--- config.mk ---
export PLATFORM = sky130hd
export DESIGN_NAME = minutes_to_calendar_date_core
export DESIGN_NICKNAME = d
export VERILOG_FILES = /design/src/design/mcd_pkg.sv /design/src/design/minutes_to_calendar_date_core.sv
export VERILOG_INCLUDE_DIRS = /design/src /design/src/design
export SDC_FILE = /design/constraint.sdc
export NUM_CORES = 2
export LEC_CHECK = 0
export BUFFER_PORTS_ARGS = -buffer_cell sky130_fd_sc_hd__buf_4
export CAP_MARGIN = 15
export CORE_MARGIN = 2
export CORE_UTILIZATION = 50
export CTS_BUF_LIST = sky130_fd_sc_hd__clkbuf_16
export CTS_CLUSTER_DIAMETER = 80
export DETAILED_ROUTE_END_ITERATION = 10
export HOLD_SLACK_MARGIN = 0.03
export PLACE_DENSITY = 0.76
export SLEW_MARGIN = 25
export SYNTH_ARGS = -nofsm -noshare
export SYNTH_HDL_FRONTEND = slang
export SYNTH_SLANG_ARGS = --single-unit
--- constraint.sdc ---
create_clock -name i_clk -period 16.9 [get_ports i_clk]
set_input_delay 2.535 -clock i_clk [delete_from_list [all_inputs] [get_ports i_clk]]
set_output_delay 2.535 -clock i_clk [all_outputs]
set_load 0.02 [all_outputs]
--- src/design/minutes_to_calendar_date_core_assert.svh ---
// Assertion macros for the minute count to calendar date core.
// Included by the RTL files that carry concurrent checks; no other dependencies.
`ifndef MINUTES_TO_CALENDAR_DATE_CORE_ASSERT_SVH
`define MINUTES_TO_CALENDAR_DATE_CORE_ASSERT_SVH

`ifndef SYNTH
// check a property while out of reset
`define MCD_ASSERT(lbl, clk, rst_n, prop) \
    lbl: assert property (@(posedge clk) disable iff (!rst_n) prop) \
        else $error("mcd assertion failed");
// check a property on every edge, reset included
`define MCD_ASSERT_ALWAYS(lbl, clk, prop) \
    lbl: assert property (@(posedge clk) prop) \
        else $error("mcd assertion failed during or after reset");
`else
`define MCD_ASSERT(lbl, clk, rst_n, prop)
`define MCD_ASSERT_ALWAYS(lbl, clk, prop)
`endif

`endif

--- src/design/mcd_pkg.sv ---
// Shared types, reciprocal constants and month tables for the date core.
// No dependencies.
package mcd_pkg;

    // field widths
    localparam int TOT_W   = 31;
    localparam int HRS_W   = 26;
    localparam int DAYS_W  = 21;
    localparam int YEAR_W  = 12;
    localparam int MON_W   = 4;
    localparam int DAY_W   = 5;
    localparam int HOUR_W  = 5;
    localparam int MIN_W   = 6;
    localparam int DOY_W   = 12;   // signed day of year during the year search
    localparam int TDATA_W = 32;

    typedef logic [YEAR_W-1:0]        t_year;
    typedef logic [MON_W-1:0]         t_mon;
    typedef logic [DAY_W-1:0]         t_day;
    typedef logic [HOUR_W-1:0]        t_hour;
    typedef logic [MIN_W-1:0]         t_min;
    typedef logic signed [DOY_W-1:0]  t_doy;

    // reciprocal multipliers: q = (x * M) >> SH, exact over the input range
    localparam logic [31:0] M_DIV60   = 32'd2290649225;  // 2^37 / 60, rounded up
    localparam int          SH_DIV60  = 37;
    localparam logic [23:0] M_DIV3    = 24'd11184811;    // 2^25 / 3, rounded up
    localparam int          SH_DIV3   = 25;
    localparam logic [21:0] M_DIV365  = 22'd2941759;     // 2^30 / 365, rounded up
    localparam int          SH_DIV365 = 30;
    localparam logic [12:0] M_DIV100  = 13'd5243;        // 2^19 / 100, rounded up
    localparam int          SH_DIV100 = 19;
    localparam logic [13:0] M_DIV1000 = 14'd8389;        // 2^23 / 1000, rounded up
    localparam int          SH_DIV1000 = 23;

    // last day of year of month idx (0 = January)
    function automatic logic [8:0] f_cum_end(input logic [3:0] idx, input logic leap);
        logic [8:0] base;
        case (idx)
            4'd0:    base = 9'd31;
            4'd1:    base = 9'd59;
            4'd2:    base = 9'd90;
            4'd3:    base = 9'd120;
            4'd4:    base = 9'd151;
            4'd5:    base = 9'd181;
            4'd6:    base = 9'd212;
            4'd7:    base = 9'd243;
            4'd8:    base = 9'd273;
            4'd9:    base = 9'd304;
            4'd10:   base = 9'd334;
            default: base = 9'd365;
        endcase
        if (idx != 4'd0) begin
            base = base + 9'(leap);
        end
        return base;
    endfunction

    // days of the year before month idx
    function automatic logic [8:0] f_cum_start(input logic [3:0] idx, input logic leap);
        logic [8:0] base;
        case (idx)
            4'd0:    base = 9'd0;
            4'd1:    base = 9'd31;
            4'd2:    base = 9'd59;
            4'd3:    base = 9'd90;
            4'd4:    base = 9'd120;
            4'd5:    base = 9'd151;
            4'd6:    base = 9'd181;
            4'd7:    base = 9'd212;
            4'd8:    base = 9'd243;
            4'd9:    base = 9'd273;
            4'd10:   base = 9'd304;
            default: base = 9'd334;
        endcase
        if (idx >= 4'd2) begin
            base = base + 9'(leap);
        end
        return base;
    endfunction

endpackage

--- src/design/minutes_to_calendar_date_core.sv ---
// Minute count to calendar date converter, thirteen-stage pipeline.
// Depends on mcd_pkg and minutes_to_calendar_date_core_assert.svh.
//
// channel | direction | word fields (lowest bit first)
// s_axis  | in        | minutes_total[30:0], pad[31]
// m_axis  | out       | year[11:0] month[15:12] day[20:16] hour[25:21] minute[31:26]
//
// One word per cycle sustained while the output is not stalled by back-pressure.
// Each divide by 60, 24 and 365 is a reciprocal multiply with a register after it.
// The year search takes three fixed step stages (at most three years back).
// Stages collapse bubbles: a stage loads whenever it is empty or the next one moves.
// Synchronous active-low reset empties every stage; payload is not reset.
`include "minutes_to_calendar_date_core_assert.svh"

module minutes_to_calendar_date_core (
    input  logic                        i_clk,
    input  logic                        i_rst_n,
    input  logic                        i_s_axis_tvalid,
    output logic                        o_s_axis_tready,
    input  logic [mcd_pkg::TDATA_W-1:0] i_s_axis_tdata,  // minutes_total, pad bit
    output logic                        o_m_axis_tvalid,
    input  logic                        i_m_axis_tready,
    output logic [mcd_pkg::TDATA_W-1:0] o_m_axis_tdata   // year, month, day, hour, minute
);
    import mcd_pkg::*;

    localparam int NST = 13;

    // stage valids and load enables
    logic [NST-1:0] r_vld;
    logic [NST-1:0] en;

    // stage payloads
    logic [62:0]        r_p0;
    logic [TOT_W-1:0]   r_t0;
    logic [HRS_W-1:0]   r_hours1;
    logic [46:0]        r_p2;
    logic [HRS_W-1:0]   r_hours2;
    logic [DAYS_W-1:0]  r_days3;
    logic [42:0]        r_p4;
    logic [DAYS_W-1:0]  r_days4;
    t_year              r_y5;
    logic [8:0]         r_r5;
    t_year              r_y6;
    logic [8:0]         r_r6;
    logic [24:0]        r_p100;
    logic [25:0]        r_p1000;
    t_min               r_mn [1:NST-1];
    t_hour              r_hr [3:NST-1];

    // year search stages 7..10
    t_year              r_sy    [0:3];
    t_doy               r_sdoy  [0:3];
    logic [3:0]         r_slk   [0:3];
    logic               r_sleap [0:3];
    logic               r_sdone [0:3];
    logic               r_szero [0:3];

    // month stage and output stage
    t_year              r_y11;
    logic [8:0]         r_doy11;
    logic               r_leap11;
    logic               r_zero11;
    logic [3:0]         r_idx11;
    t_year              r_o_year;
    t_mon               r_o_mon;
    t_day               r_o_day;

    // combinational next values
    logic [HRS_W-1:0]   n_hours1;
    t_min               n_mn1;
    logic [31:0]        h60;
    logic [31:0]        mdiff;
    logic [DAYS_W-1:0]  n_days3;
    t_hour              n_hr3;
    logic [4:0]         d24;
    t_year              n_y5;
    logic [8:0]         n_r5;
    logic [5:0]         q100;
    logic [2:0]         q1000;
    logic [9:0]         prior_leaps;
    logic [6:0]         r100;
    logic [9:0]         r1000;
    logic [3:0]         n_lk7;
    t_doy               n_doy7;
    t_year              n_sy    [1:3];
    t_doy               n_sdoy  [1:3];
    logic               n_sleap [1:3];
    logic               n_sdone [1:3];
    logic               n_szero [1:3];
    logic [3:0]         n_idx11;
    t_mon               n_o_mon;
    t_day               n_o_day;
    logic [8:0]         dstart;

    // ready chain from the output back to the input
    always_comb begin
        en[NST-1] = !r_vld[NST-1] || i_m_axis_tready;
        for (int k = NST-2; k >= 0; k--) begin
            en[k] = !r_vld[k] || en[k+1];
        end
    end

    assign o_s_axis_tready = en[0];
    assign o_m_axis_tvalid = r_vld[NST-1];
    assign o_m_axis_tdata  = {r_mn[NST-1], r_hr[NST-1], r_o_day, r_o_mon, r_o_year};

    // valid bits
    always_ff @(posedge i_clk) begin
        if (!i_rst_n) begin
            r_vld <= '0;
        end else begin
            if (en[0]) begin
                r_vld[0] <= i_s_axis_tvalid;
            end
            for (int k = 1; k < NST; k++) begin
                if (en[k]) begin
                    r_vld[k] <= r_vld[k-1];
                end
            end
        end
    end

    // minutes and hours split
    always_comb begin
        n_hours1 = r_p0[SH_DIV60 +: HRS_W];
        h60      = {n_hours1, 6'b0} - {4'b0, n_hours1, 2'b0};
        mdiff    = {1'b0, r_t0} - h60;
        n_mn1    = mdiff[MIN_W-1:0];
    end

    // hours into days and hour of day
    always_comb begin
        n_days3 = r_p2[SH_DIV3 +: DAYS_W];
        d24     = {n_days3[0], 4'b0} + {n_days3[1:0], 3'b0};
        n_hr3   = r_hours2[4:0] - d24;
    end

    // first year guess and remainder
    always_comb begin
        n_y5 = r_p4[SH_DIV365 +: YEAR_W];
        n_r5 = r_days4[8:0] - 9'(n_y5) * 9'd365;
    end

    // leap tally and leap flag of the first guess, and leap flags of the three years below
    always_comb begin
        q100        = r_p100[SH_DIV100 +: 6];
        q1000       = r_p1000[SH_DIV1000 +: 3];
        prior_leaps = 10'(r_y6[11:2]) - 10'(q100) + 10'(q1000);
        r100        = r_y6[6:0] - 7'(q100) * 7'd100;
        r1000       = r_y6[9:0] - 10'(q1000) * 10'd1000;
        for (int k = 0; k < 4; k++) begin
            n_lk7[k] = (r_y6[1:0] == 2'(k)) && ((r100 != 7'(k)) || (r1000 == 10'(k)));
        end
        n_doy7 = t_doy'(12'(r_r6) - 12'(prior_leaps) + 12'(n_lk7[0]));
    end

    // year search steps: stop on a positive day of year or the exact boundary
    always_comb begin
        for (int j = 1; j < 4; j++) begin
            n_sy[j]    = r_sy[j-1];
            n_sdoy[j]  = r_sdoy[j-1];
            n_sleap[j] = r_sleap[j-1];
            n_sdone[j] = r_sdone[j-1];
            n_szero[j] = r_szero[j-1];
            if (!r_sdone[j-1]) begin
                if (r_sdoy[j-1] > 12'sd0) begin
                    n_sdone[j] = 1'b1;
                end else if (r_sdoy[j-1] == 12'sd0 && r_hr[6+j] == '0
                             && r_mn[6+j] == '0) begin
                    n_sdone[j] = 1'b1;
                    n_szero[j] = 1'b1;
                end else begin
                    n_sy[j]    = r_sy[j-1] - 12'd1;
                    n_sdoy[j]  = r_sdoy[j-1] + 12'sd365 + t_doy'(12'(r_slk[j-1][j]));
                    n_sleap[j] = r_slk[j-1][j];
                end
            end
        end
    end

    // month scan: first month whose last day is not before the day of year
    always_comb begin
        n_idx11 = 4'd11;
        for (int i = 11; i >= 0; i--) begin
            if (r_sdoy[3][8:0] <= f_cum_end(4'(i), r_sleap[3])) begin
                n_idx11 = 4'(i);
            end
        end
    end

    // day of month and month number
    always_comb begin
        dstart  = f_cum_start(r_idx11, r_leap11);
        n_o_day = 5'(r_doy11 - dstart);
        n_o_mon = r_idx11 + 4'd1;
        if (r_zero11) begin
            n_o_day = '0;
            n_o_mon = '0;
        end
    end

    // pipeline payload registers
    always_ff @(posedge i_clk) begin
        if (en[0]) begin
            r_t0 <= i_s_axis_tdata[TOT_W-1:0];
            r_p0 <= 63'(i_s_axis_tdata[TOT_W-1:0]) * 63'(M_DIV60);
        end
        if (en[1]) begin
            r_hours1 <= n_hours1;
            r_mn[1]  <= n_mn1;
        end
        if (en[2]) begin
            r_p2     <= 47'(r_hours1[HRS_W-1:3]) * 47'(M_DIV3);
            r_hours2 <= r_hours1;
        end
        if (en[3]) begin
            r_days3 <= n_days3;
            r_hr[3] <= n_hr3;
        end
        if (en[4]) begin
            r_p4    <= 43'(r_days3) * 43'(M_DIV365);
            r_days4 <= r_days3;
        end
        if (en[5]) begin
            r_y5 <= n_y5;
            r_r5 <= n_r5;
        end
        if (en[6]) begin
            r_y6    <= r_y5;
            r_r6    <= r_r5;
            r_p100  <= 25'(r_y5) * 25'(M_DIV100);
            r_p1000 <= 26'(r_y5) * 26'(M_DIV1000);
        end
        if (en[7]) begin
            r_sy[0]    <= r_y6;
            r_sdoy[0]  <= n_doy7;
            r_slk[0]   <= n_lk7;
            r_sleap[0] <= n_lk7[0];
            r_sdone[0] <= 1'b0;
            r_szero[0] <= 1'b0;
        end
        for (int j = 1; j < 4; j++) begin
            if (en[7+j]) begin
                r_sy[j]    <= n_sy[j];
                r_sdoy[j]  <= n_sdoy[j];
                r_slk[j]   <= r_slk[j-1];
                r_sleap[j] <= n_sleap[j];
                r_sdone[j] <= n_sdone[j];
                r_szero[j] <= n_szero[j];
            end
        end
        if (en[11]) begin
            r_y11    <= r_sy[3];
            r_doy11  <= r_sdoy[3][8:0];
            r_leap11 <= r_sleap[3];
            r_zero11 <= r_szero[3];
            r_idx11  <= n_idx11;
        end
        if (en[12]) begin
            r_o_year <= r_y11;
            r_o_mon  <= n_o_mon;
            r_o_day  <= n_o_day;
        end
        // minute and hour ride along with their word
        for (int k = 2; k < NST; k++) begin
            if (en[k]) begin
                r_mn[k] <= r_mn[k-1];
            end
        end
        for (int k = 4; k < NST; k++) begin
            if (en[k]) begin
                r_hr[k] <= r_hr[k-1];
            end
        end
    end

    // checks
    `MCD_ASSERT_ALWAYS(a_rst_empties, i_clk, !i_rst_n |=> !o_m_axis_tvalid)
    `MCD_ASSERT(a_search_ends, i_clk, i_rst_n,
                (r_vld[10] && !r_szero[3]) |-> (r_sdoy[3] > 12'sd0))
    `MCD_ASSERT(a_boundary_pair, i_clk, i_rst_n,
                o_m_axis_tvalid |-> ((r_o_mon == '0) == (r_o_day == '0)))
    `MCD_ASSERT(a_time_range, i_clk, i_rst_n,
                o_m_axis_tvalid |-> (r_hr[NST-1] < 5'd24 && r_mn[NST-1] < 6'd60
                                     && r_o_mon <= 4'd12))
    `MCD_ASSERT(a_stall_full, i_clk, i_rst_n, !o_s_axis_tready |-> (&r_vld))

endmodule

Word-level counts from Yosys, hierarchy flattened

Memory sizes are Yosys's and may differ from the RTL's. A register that Yosys moved wholly into a read port is not among the register bits.
Index checks and enable logic that the tools add are counted.
Widths: inputs -> output; s select.

Output and inout bits: 34
Memories kept: 9
Word-level logic and storage cells: 245
Memory bits (writable): 246
Bits in registers: 355
Input bits: 36
Memory bits (read-only): 144

Equal/unequal tests: 9
Order comparisons: 15
$add $sub $neg: 33
$mul: 8
Reductions and logical operators: 55
Muxes and demuxes: 80

Memory list:

| memory           | words | width | rd ports | clocked after memory_dff | write ports | line                                | RTL |
|---|---|---|---|---|---|---|---|
| (name not given) | 16    | 9     | 1        | 0                        | 0           | mcd_pkg.sv:62                       | `case (idx)` |
| r_mn             | 12    | 6     | 12       | 0                        | 12          | minutes_to_calendar_date_core.sv:48 | `t_min r_mn [1:NST-1];` |
| r_hr             | 10    | 5     | 10       | 0                        | 10          | minutes_to_calendar_date_core.sv:49 | `t_hour r_hr [3:NST-1];` |
| r_sdoy           | 4     | 12    | 4        | 0                        | 4           | minutes_to_calendar_date_core.sv:53 | `t_doy r_sdoy [0:3];` |
| r_sy             | 4     | 12    | 4        | 1                        | 4           | minutes_to_calendar_date_core.sv:52 | `t_year r_sy [0:3];` |
| r_slk            | 4     | 4     | 3        | 0                        | 4           | minutes_to_calendar_date_core.sv:54 | `logic [3:0] r_slk [0:3];` |
| 3 more memories  | n/a   | n/a   | n/a      | n/a                      | n/a         | n/a                                 |  |

Operator list:

| kind                   | count |
|---|---|
| $mux 12                | 18 |
| $le 9x9->1             | 7 |
| $mul 31x32->63 const B | 1 |
| $mux 1                 | 53 |
| $mul 23x24->46 const B | 1 |
| $mul 21x22->42 const B | 1 |
| $add 12x10->12 const B | 3 |
| $add 12x2->12          | 3 |
| $add 8x1->9 const A    | 4 |
| $gt 12x1->1 const B    | 3 |
| $logic_not 12->1       | 3 |
| $sub 12x1->12 const B  | 3 |
| $add 9x1->9 const A    | 3 |
| $mul 12x14->26 const B | 1 |
| $mul 12x13->25 const B | 1 |
| $eq 10x2->1 const B    | 2 |
| $le 9x8->1             | 2 |
| $logic_not 6->1        | 3 |
| $logic_or 1x1->1       | 17 |
| $add 7x1->8 const A    | 2 |
| $logic_not 5->1        | 3 |
| $ne 7x2->1 const B     | 2 |
| $logic_not 1->1        | 13 |
| $add 11x2->12          | 1 |
| other kinds (34)       | 50 |

Longest topological paths before layout

Word-level depth: 15
Mapped depth: 26
Mapped depth without buffers: 26

Worst setup path before layout

Ideal clock, no wire load.

Path type: in2reg
Start point: input i_s_axis_tdata[26] (netlist bit)
End point: register r_p0[62] (data pin)
Path slack: 8,585 ps
Data required time: 16,642 ps
Path buffers: 0
Stages: 22
Library setup time: 258 ps
Arrival time: 8,058 ps
Cell sequence: ha_1 inv_1 fa_1 fa_1 inv_1 fa_1 fa_1 fa_1 ha_1 ha_1 and3_1 nand2_1 or4_1 a221oi_2 o211ai_1 a21oi_2 o21ai_2 o21ai_1 and3_1 o21a_2 nor2_1 xnor2_1

Cells in the longest elaborated chain, start to end: 1

RTL lines:

| what                   | line                                 | RTL |
|---|---|---|
| start: declaration     | minutes_to_calendar_date_core.sv:20  | `input logic [mcd_pkg::TDATA_W-1:0] i_s_axis_tdata,` |
| $mul 31x32->63         | minutes_to_calendar_date_core.sv:207 | `r_p0 <= 63'(i_s_axis_tdata[TOT_W-1:0]) * 63'(M_DIV60);` |
| end signal: assignment | minutes_to_calendar_date_core.sv:207 |  |
| end: declaration       | minutes_to_calendar_date_core.sv:34  | `logic [62:0] r_p0;` |

Every way passes these cells.
A chain may end at the register's enable or synchronous reset.

Worst setup path after layout

Start point: input i_s_axis_tdata[30] (netlist bit)
End point: register r_p0[57] (data pin)

The elaborated chain is that of the path after synthesis.

==> summary.md <==
| Metric | Value |
|---|---|
| Buffers on Ports | `68` |
| # diodes | `0` |
| Critical path fanouts, max | `3` |
| Total Wirelength | `82300 µm` |
| WS Path Type | `in -> reg` |
| CTS H-tree lvls | `2` |
| Cell Rows | `110` |
| Vias | `26460` |
| Setup bufs post-CTS | `0` |
| M1 GR Usage | `0.232` |
| R2R Setup Slk | `9.20 ns` |
| Post-route ant nets | `0` |
| Setup Skew | `0.0438 ns` |
| Synth Warn # | `0` |
| Clock Tree Buf Depth | `3` |
| Type of origin of the critical path | `primary input` |
| Worst R2R Start | `r_hours1[13]` |
| Most frequent cells in the layout | `inv_1, ha_1, fa_1` |
| DRC errors left | `0` |
| Die Width | `305 µm` |
| Share of the yosys chip area belonging to registers | `0.305` |
| HP Start | `r_r5[3]` |
| Die height | `305 µm` |
| Mapped cell area | `45200 µm²` |
| Initial DRC count | `1132` |
| RSZ-0062 raised after global routing | `no` |
| Post-DP HPWL | `70400 µm` |
| Max Fclk | `114 MHz` |
| Worst Path Required | `17.24 ns` |
| R2R depth | `25` |
| Vias in the first global route | `28489` |
| Core ar. | `89700 µm²` |
| Seq cells post-synth | `464` |
| Period minus WS final | `8.75 ns` |
| Hold path endpoint | `r_r6[3]` |
| Number of CTS-inserted buffers | `47` |
| Max Slew Vio Count | `0` |
| DIE AREA | `92800 µm²` |
| Clk pin slew, worst setup/hold paths | `0.06 ns` |
| Vias per cell | `5.13` |
| Root Buffer | `clkbuf_16` |
| Asr flop ratio synth | `0` |
| Worst slew margin | `0.361` |
| Post-synth EDFFs | `451` |
| Path category of the worst min-delay check | `reg -> reg` |
| Boundary Pins | `70` |
| WP data arrival | `9.09 ns` |
| Setup_tns | `0 ns` |
| Final hold viol count | `0` |
| Netlist cell types | `67` |
| Crit Reg-Reg Endpoint | `r_p2[45]` |
| CP Launch Point | `i_s_axis_tdata[30]` |
| Status | `complete, no violations` |
| Proportion of layout cells with a drive suffix above 1 | `0.0432` |
| Measured slew at the worst slew-check pin | `0.955 ns` |
| Post-CTS sizing | `0` |
| Commonest non-fill, non-tap cell in the layout | `inv_1` |
| Tot GR Track Use | `0.186` |
| Grt total ovfl | `0` |
| Fin nets | `5370` |
| Grt met3 use | `0.0241` |
| CTS hold repair buffers | `0` |
| Antenna violations before repair | `0` |
| Post-synth top flop | `edfxtp_1` |
| Fin crit share | `0.517` |
| Fillers | `7503` |
| Gate count after technology mapping | `3843` |
| Initial Util | `0.504` |
| Synthesized net count | `5267` |
| Endpoint class of the critical path | `register` |
| Top Usage Layer GRT | `met2` |
| Synthesis-to-finish area growth | `7.84%` |
| Largest net degree at the start of global routing | `42` |
| RD Place Congestion | `0.912` |
| Post-DR wirelength/cell | `15.9 µm` |
| Clk_lat worst skew | `0.61 ns` |
| Final Setup Violations | `0` |
| Met2 Usage GRT | `0.342` |
| CTS tree | `done` |
| First-pass GRT wire length | `140000 µm` |
| Max-cap viol count | `0` |
| Pre-Repair DR Iteration Count | `5` |
| Synth Area per Inst | `11.8 µm²` |
| Sink Count | `464` |
| Worst hold path stage count | `0` |
## critical path, stage by stage
cell and delay (ns):
buf_4 0.14, ha_1 0.20, inv_1 0.08, fa_1 0.46, fa_1 0.58, inv_1 0.14, fa_1 0.58, fa_1 0.54
fa_1 0.50, ha_1 0.31, ha_1 0.32, and3_1 0.21, nand4_1 0.14, nor4_1 0.34, o21ai_0 0.17, a31oi_1 0.35
nor2_1 0.13, o221ai_1 0.44, a211oi_2 0.19, o21ai_0 0.39, a31oi_1 0.18, xnor2_1 0.16
## how the worst max path moves through the flow
stage                to  slack (ns)  cells past startpoint
4_1_cts        r_p0[57]        8.24                     22
3_3_place_gp   r_p0[57]        7.65                     22
3_5_place_dp   r_p0[57]        7.64                     22
6_report       r_p0[57]        8.15                     22
2_1_floorplan  r_p0[62]        8.58                     22
5_1_grt        r_p0[62]        7.99                     23
## state kept, by name, indices dropped and copies added, names as in the netlist, 21 cells and up
name / flops
r_mn: 72
r_hr: 50
r_sdoy: 45
r_hours1: 26
r_days3: 21
r_p2: 22
r_p0: 29
r_sy: 48
## area by class of cell
type	count	area, µm²	share of cell area
multi-input cells	2432	27800	0.570
flip-flops and latches	464	13800	0.283
inverters	922	3460	0.0710
well taps	1176	1470	0.0302
clock buffers	47	1180	0.0241
repair buffers	79	593	0.0122
clock inverters	38	433	0.00889
## per-layer routing
| metal | wire length (µm) | vias up | part of all wire |
|---|---|---|---|
| li1 | - | 12936 | - |
| met1 | 35000 | 13006 | 0.43 |
| met2 | 42600 | 429 | 0.52 |
| met3 | 3220 | 89 | 0.039 |
| met4 | 1460 | 0 | 0.018 |
| met5 | 0 | - | 0 |
## synth_stat cells (22+ instances only)
cell type | instances | area, µm²
a21oi_1 | 137 | 686
o21ai_0 | 69 | 345
nor4_1 | 25 | 156
xnor2_1 | 134 | 1170
a21o_1 | 60 | 450
nor2b_1 | 40 | 250
ha_1 | 874 | 10900
nand3_1 | 22 | 110
nand4_1 | 28 | 175
nand2_1 | 105 | 394
fa_1 | 514 | 10300
inv_1 | 921 | 3460
nor2_1 | 102 | 383
nor3_1 | 36 | 180
o21a_1 | 22 | 165
edfxtp_1 | 451 | 13500
xor2_1 | 69 | 604
## kinds of logic (layout without fill, tap and decap cells)
kind of cell	Yosys count	in the layout	share of synthesized area
adder cells (fa/ha/maj)	1388	1388	0.470
AO/OA/AOI/OAI	397	397	0.0560
multiplexers	3	3	0.000720
flip-flops	464	464	0.305
buffers and inverters	947	1086	0.0796
XOR/XNOR	203	203	0.0393
AND/OR/NAND/NOR	441	441	0.0491
## per-stage QoR
step	hold slack (ns)	setup WS [ns]	cell area, µm²	util	cells
final	0.387	8.15	48700	0.543	5158
after global routing	0.380	7.99	48700	0.543	5158
after CTS	0.384	8.24	48700	0.543	5158
after detailed placement	0.405	7.64	47100	0.525	5073
after global placement	0.400	7.65	47100	0.525	5073
after floorplan	0.400	8.58	45200	-	3843
Power is not shown: default switching activity piles up to over one toggle a cycle in this logic, so the estimate is an artifact.
